$ cat src/eatrm_pkg.sv
// ----------------------------------------------------------------------------
// eatrm_pkg
// Types and constants shared by the Euler angle to rotation matrix pipeline.
// ----------------------------------------------------------------------------
`default_nettype none

package eatrm_pkg;

    localparam int ANGLE_W = 16;
    localparam int ANGLE_FRAC_BITS = 6;
    localparam int OUT_FRAC_BITS = 14;
    localparam int OUT_W = OUT_FRAC_BITS + 2;
    localparam int Q = 30;
    localparam int CORDIC_ITERS = 30;
    localparam int QW = 33;
    localparam logic signed [QW-1:0] ONE_Q = 33'sd1073741824;
    localparam logic signed [QW-1:0] CORDIC_GAIN_INV = 33'sh026DD3B6A;
    localparam logic [24:0] DEG_TO_RAD_Q = 25'd18740330;

    typedef logic signed [QW-1:0] q_t;

    typedef struct packed {
        logic signed [ANGLE_W-1:0] roll_deg;
        logic signed [ANGLE_W-1:0] pitch_deg;
        logic signed [ANGLE_W-1:0] yaw_deg;
    } in_req_t;

    typedef struct packed {
        logic signed [OUT_W-1:0] out_0_0;
        logic signed [OUT_W-1:0] out_0_1;
        logic signed [OUT_W-1:0] out_0_2;
        logic signed [OUT_W-1:0] out_1_0;
        logic signed [OUT_W-1:0] out_1_1;
        logic signed [OUT_W-1:0] out_1_2;
        logic signed [OUT_W-1:0] out_2_0;
        logic signed [OUT_W-1:0] out_2_1;
        logic signed [OUT_W-1:0] out_2_2;
    } out_req_t;

    typedef struct packed {
        q_t x;
        q_t y;
        q_t z;
    } cordic_lane_t;

    typedef struct packed {
        q_t cr;
        q_t sr;
        q_t cp;
        q_t sp;
        q_t cy;
        q_t sy;
    } trig_t;

    function automatic q_t atan_q(input int i);
        q_t t;
        case (i)
            0: t = 33'sh03243F6A8;
            1: t = 33'sh01DAC6705;
            2: t = 33'sh00FADBAFC;
            3: t = 33'sh007F56EA6;
            4: t = 33'sh003FEAB76;
            5: t = 33'sh001FFD55B;
            6: t = 33'sh000FFFAAA;
            7: t = 33'sh0007FFF55;
            8: t = 33'sh0003FFFEA;
            9: t = 33'sh0001FFFFD;
            27: t = 33'sd8;
            28: t = 33'sd4;
            29: t = 33'sd2;
            default: t = q_t'((64'd1 << (30 - i)) - 64'd1);
        endcase
        return t;
    endfunction

endpackage

`default_nettype wire

$ cat src/eatrm_reduce.sv
// ----------------------------------------------------------------------------
// eatrm_reduce
// Wraps one angle into [0,360) degrees, splits off the quadrant and converts
// the remainder to Q2.30 radians. Four register stages.
// ----------------------------------------------------------------------------
`default_nettype none

module eatrm_reduce (
    input  wire logic                                   aclk,
    input  wire logic                                   en,
    input  wire logic signed [eatrm_pkg::ANGLE_W-1:0]   angle,
    output logic             [1:0]                      quad,
    output eatrm_pkg::q_t                               z
);
    import eatrm_pkg::*;

    localparam int AW = ANGLE_W + 2;
    localparam logic signed [AW-1:0] FULL = AW'(360 << ANGLE_FRAC_BITS);
    localparam logic signed [AW-1:0] QUART = AW'(90 << ANGLE_FRAC_BITS);
    localparam logic signed [AW-1:0] HALF = AW'(180 << ANGLE_FRAC_BITS);
    localparam logic signed [AW-1:0] QUART3 = AW'(270 << ANGLE_FRAC_BITS);
    localparam int PW = AW + 26;

    logic signed [AW-1:0] a0_reg, a1_reg;
    logic signed [AW-1:0] a0_next, a1_next, a1;
    logic        [1:0]    q_reg, q_next;
    logic signed [AW-1:0] r_reg, r_next;
    logic        [1:0]    qo_reg;
    q_t                   z_reg;
    logic signed [PW-1:0] prod;

    always_comb begin
        a0_next = AW'(angle);
        if (a0_next < 0) begin
            a0_next = a0_next + FULL;
        end
        if (a0_next < 0) begin
            a0_next = a0_next + FULL;
        end
        a1 = a0_reg;
        if (a1 >= FULL) begin
            a1 = a1 - FULL;
        end
        if (a1 >= FULL) begin
            a1 = a1 - FULL;
        end
        a1_next = a1;
        if (a1_reg >= QUART3) begin
            q_next = 2'd3;
            r_next = a1_reg - QUART3;
        end else if (a1_reg >= HALF) begin
            q_next = 2'd2;
            r_next = a1_reg - HALF;
        end else if (a1_reg >= QUART) begin
            q_next = 2'd1;
            r_next = a1_reg - QUART;
        end else begin
            q_next = 2'd0;
            r_next = a1_reg;
        end
        prod = PW'(r_reg) * PW'($signed({1'b0, DEG_TO_RAD_Q}));
        prod = (prod + (PW'(1) <<< (ANGLE_FRAC_BITS - 1))) >>> ANGLE_FRAC_BITS;
    end

    always_ff @(posedge aclk) begin
        if (en) begin
            a0_reg <= a0_next;
            a1_reg <= a1_next;
            q_reg  <= q_next;
            r_reg  <= r_next;
            qo_reg <= q_reg;
            z_reg  <= QW'(prod);
        end
    end

    assign quad = qo_reg;
    assign z    = z_reg;

endmodule

`default_nettype wire

$ cat config.mk
export PLATFORM = sky130hd
export DESIGN_NAME = eatrm_reduce
export DESIGN_NICKNAME = d
export VERILOG_FILES = /design/src/eatrm_pkg.sv /design/src/eatrm_reduce.sv
export SDC_FILE = /design/constraint.sdc
export NUM_CORES = 1
export LEC_CHECK = 0
export CAP_MARGIN = 20
export CORE_MARGIN = 8
export CORE_UTILIZATION = 55
export CTS_CLUSTER_SIZE = 14
export DETAILED_ROUTE_END_ITERATION = 16
export DONT_BUFFER_PORTS = 1
export PLACE_DENSITY = 0.79
export SYNTH_ARGS = -nofsm -noshare
export SYNTH_HDL_FRONTEND = slang
export SYNTH_SLANG_ARGS = --single-unit
$ cat constraint.sdc
create_clock -name aclk -period 13.1 [get_ports aclk]
set_clock_uncertainty 0.15 [all_clocks]
set_input_delay 2.62 -clock aclk [delete_from_list [all_inputs] [get_ports aclk]]
set_output_delay 2.62 -clock aclk [all_outputs]
set_load 0.03 [all_outputs]
==> metrics <==
outcome=completed; worst hold-check path type=reg2reg; Net Count, Synth=about 1,600; setup TNS=0 ns; Synth cell types=79; CP most frequent cell=fa_1; Cell Rows=55; Clock Sink Count=91; # IOs=53; initial antenna violation count=0; Routability Congestion=about 0.96; wirelength, routed=about 29,000 um; Post-synth EDFFs=91; fmax=140 MHz; CP max-delay cell=fa_1; placed cells=~1,500; die height=roughly 170 um; Fin. Hold Viols=0; Largest register FFs=33; CORE AREA=22,600 um2; ranking of synthesized cells by area=fa_1 24%, edfxtp_1 22%, ha_1 18%; Die X=around 170 um; CTS Hold Bufs=0; H-tree Lvls=3; synthesized cell area=12,600 um2; largest net degree at the start of global routing=just over 90; CTS buffer count=9; flops & latches, synth=91; GR Overflow Total=0; cell with the most instances after synthesis=inv_1; Post-DRT Antenna Nets=0; Tmin final=slightly above 7 ns; CP Max Fanout=11; type of origin of the critical path=register; Hold WS=approximately 0.26 ns; 1st-iter DRT viols=roughly 690; Layout area overhead=4.20%; Worst EP arrival=7.10 ns; dpl hpwl=around 24,000 um; Buffers on Ports=0; vias per cell=~5.6; share of the synthesized area in the top cell type=0.236; layout cells sized above 1=0.0428; clk slew on worst S/H paths=approximately 0.07 ns; Max Cap Violations=0; critical path class=reg2reg; Clock Latency Late Sink=approximately 0.35 ns; Slew @ Worst Pin=between 0.6 and 0.7 ns; period utilization=0.546; clock root buffer=clkbuf_16; share of async-settable or async-resettable flops after synthesis=0; vias in the first global route=9,218; Worst path top cell family by delay=adder cells; average routed wire per standard cell=about 19 um; area of the die=between 20,000 and 30,000 um2; TritonCTS clock tree=done; worst endpoint required time=13.05 ns; nets=1,603; Inserted Diodes=0; GRT Util Overall=0.215; critical-path cell list=fa_1, inv_1, fa_1, inv_1, fa_1, fa_1, fa_1, inv_1, fa_1, inv_1, ha_1, a21oi_1, o21ai_1, mux2i_1, o21ai_0, nor3_1, nand4_1, nor2b_2, and4bb_1, nand4_1, xnor2_1; Critical path buffers and inverters=4; Non-Filler Instances=approximately 1,500; Via Count=just under 9,000; Clock Path Buffers=2; critical path's largest stage delay=roughly 0.7 ns; post-CTS sizing=0; register area share after synthesis=0.216; RSZ-0062 raised after global routing=false; CP endpoint kind=register; first-pass GRT wire length=48,000 um; DRC Markers=0; initial core utilization=0.558; postcts setup bufs=0; endpoints failing setup=0; Post-synth top cells=292 x inv_1, 178 x ha_1, 149 x fa_1; Util after Layout=0.582; Gate Count Post-Synth=roughly 1,300; DR pass1 iterations=5; prevailing post-synth register cell=edfxtp_1; post-synthesis average cell area=9.93 um2; Slew Limit Fails=0; synth warn=0; area leader, netlist=fa_1; Worst slew margin=0.577
## through the flow
step / setup slack (ns) / cell area [um2]
after floorplan: 6.62 / 12600
after global placement: 6.07 / 12900
after detailed placement: 5.97 / 12900
after CTS: 5.94 / 13200
after global routing: 5.46 / 13200
final: 5.94 / 13200
## kinds of logic after synthesis
logic type                 share of synthesized area
AOI/OAI and AO/OA                              0.100
xor gates and xnor gates                      0.0602
adders and majority gates                      0.412
buffers and inverters                         0.0973
DFF                                            0.216
muxes                                        0.00584
and+or+nand+nor                                0.108
## final cells by class
cell class                 count  area [um2]
timing repair buffer           1        7.51
fill                        1846        9470
multi-input combinational    863        8680
tap                          285         357
clock inverter                 6        71.3
inverter                     292        1100
clock buffer                  10         229
sequential                    91        2730
## worst register-to-register path, stage by stage, from the launching register on
cell	delay, ns
edfxtp_1	0.55
fa_1	0.70
inv_1	0.09
fa_1	0.50
inv_1	0.05
fa_1	0.52
fa_1	0.45
fa_1	0.55
inv_1	0.06
fa_1	0.54
inv_1	0.04
ha_1	0.48
a21oi_1	0.16
o21ai_1	0.36
mux2i_1	0.22
o21ai_0	0.10
nor3_1	0.32
nand4_1	0.19
nor2b_2	0.27
and4bb_1	0.31
nand4_1	0.13
xnor2_1	0.15
## final timing paths
check                              start  cells past startpoint  endpoint  slack [ns]
worst max-delay path            r_reg[7]                     21     z[32]        5.94
worst min-delay path            q_reg[0]                      0   quad[0]        0.26
worst max register to register  r_reg[7]                     21     z[32]        5.94
worst min register to register  q_reg[0]                      0   quad[0]        0.26
## layout by cell type (no fill, tap or decap), types with 9 or more instances in the layout
| master | count |
|---|---|
| nand4_1 | 15 |
| a21o_1 | 20 |
| and3_1 | 10 |
| o21ai_1 | 9 |
| ha_1 | 178 |
| nor2_1 | 63 |
| xor2_1 | 23 |
| xnor2_1 | 62 |
| o21ai_0 | 26 |
| edfxtp_1 | 91 |
| fa_1 | 149 |
| a21oi_1 | 44 |
| nand3_1 | 16 |
| nor3_1 | 18 |
| a31oi_1 | 13 |
| inv_1 | 292 |
| nand2_1 | 70 |
| clkbuf_16 | 9 |
| nand2b_1 | 10 |
## metal layers
layer	global-route usage	part of all wire	vias up
li1	-	-	4185
met1	0.291	0.45	4217
met2	0.339	0.46	266
met3	0.0468	0.067	43
met4	0.0656	0.026	0
met5	0	0	-
Power is left out: the tool's default activity adds up to more than one toggle a clock period on the data nets, which glitch-free logic cannot reach.
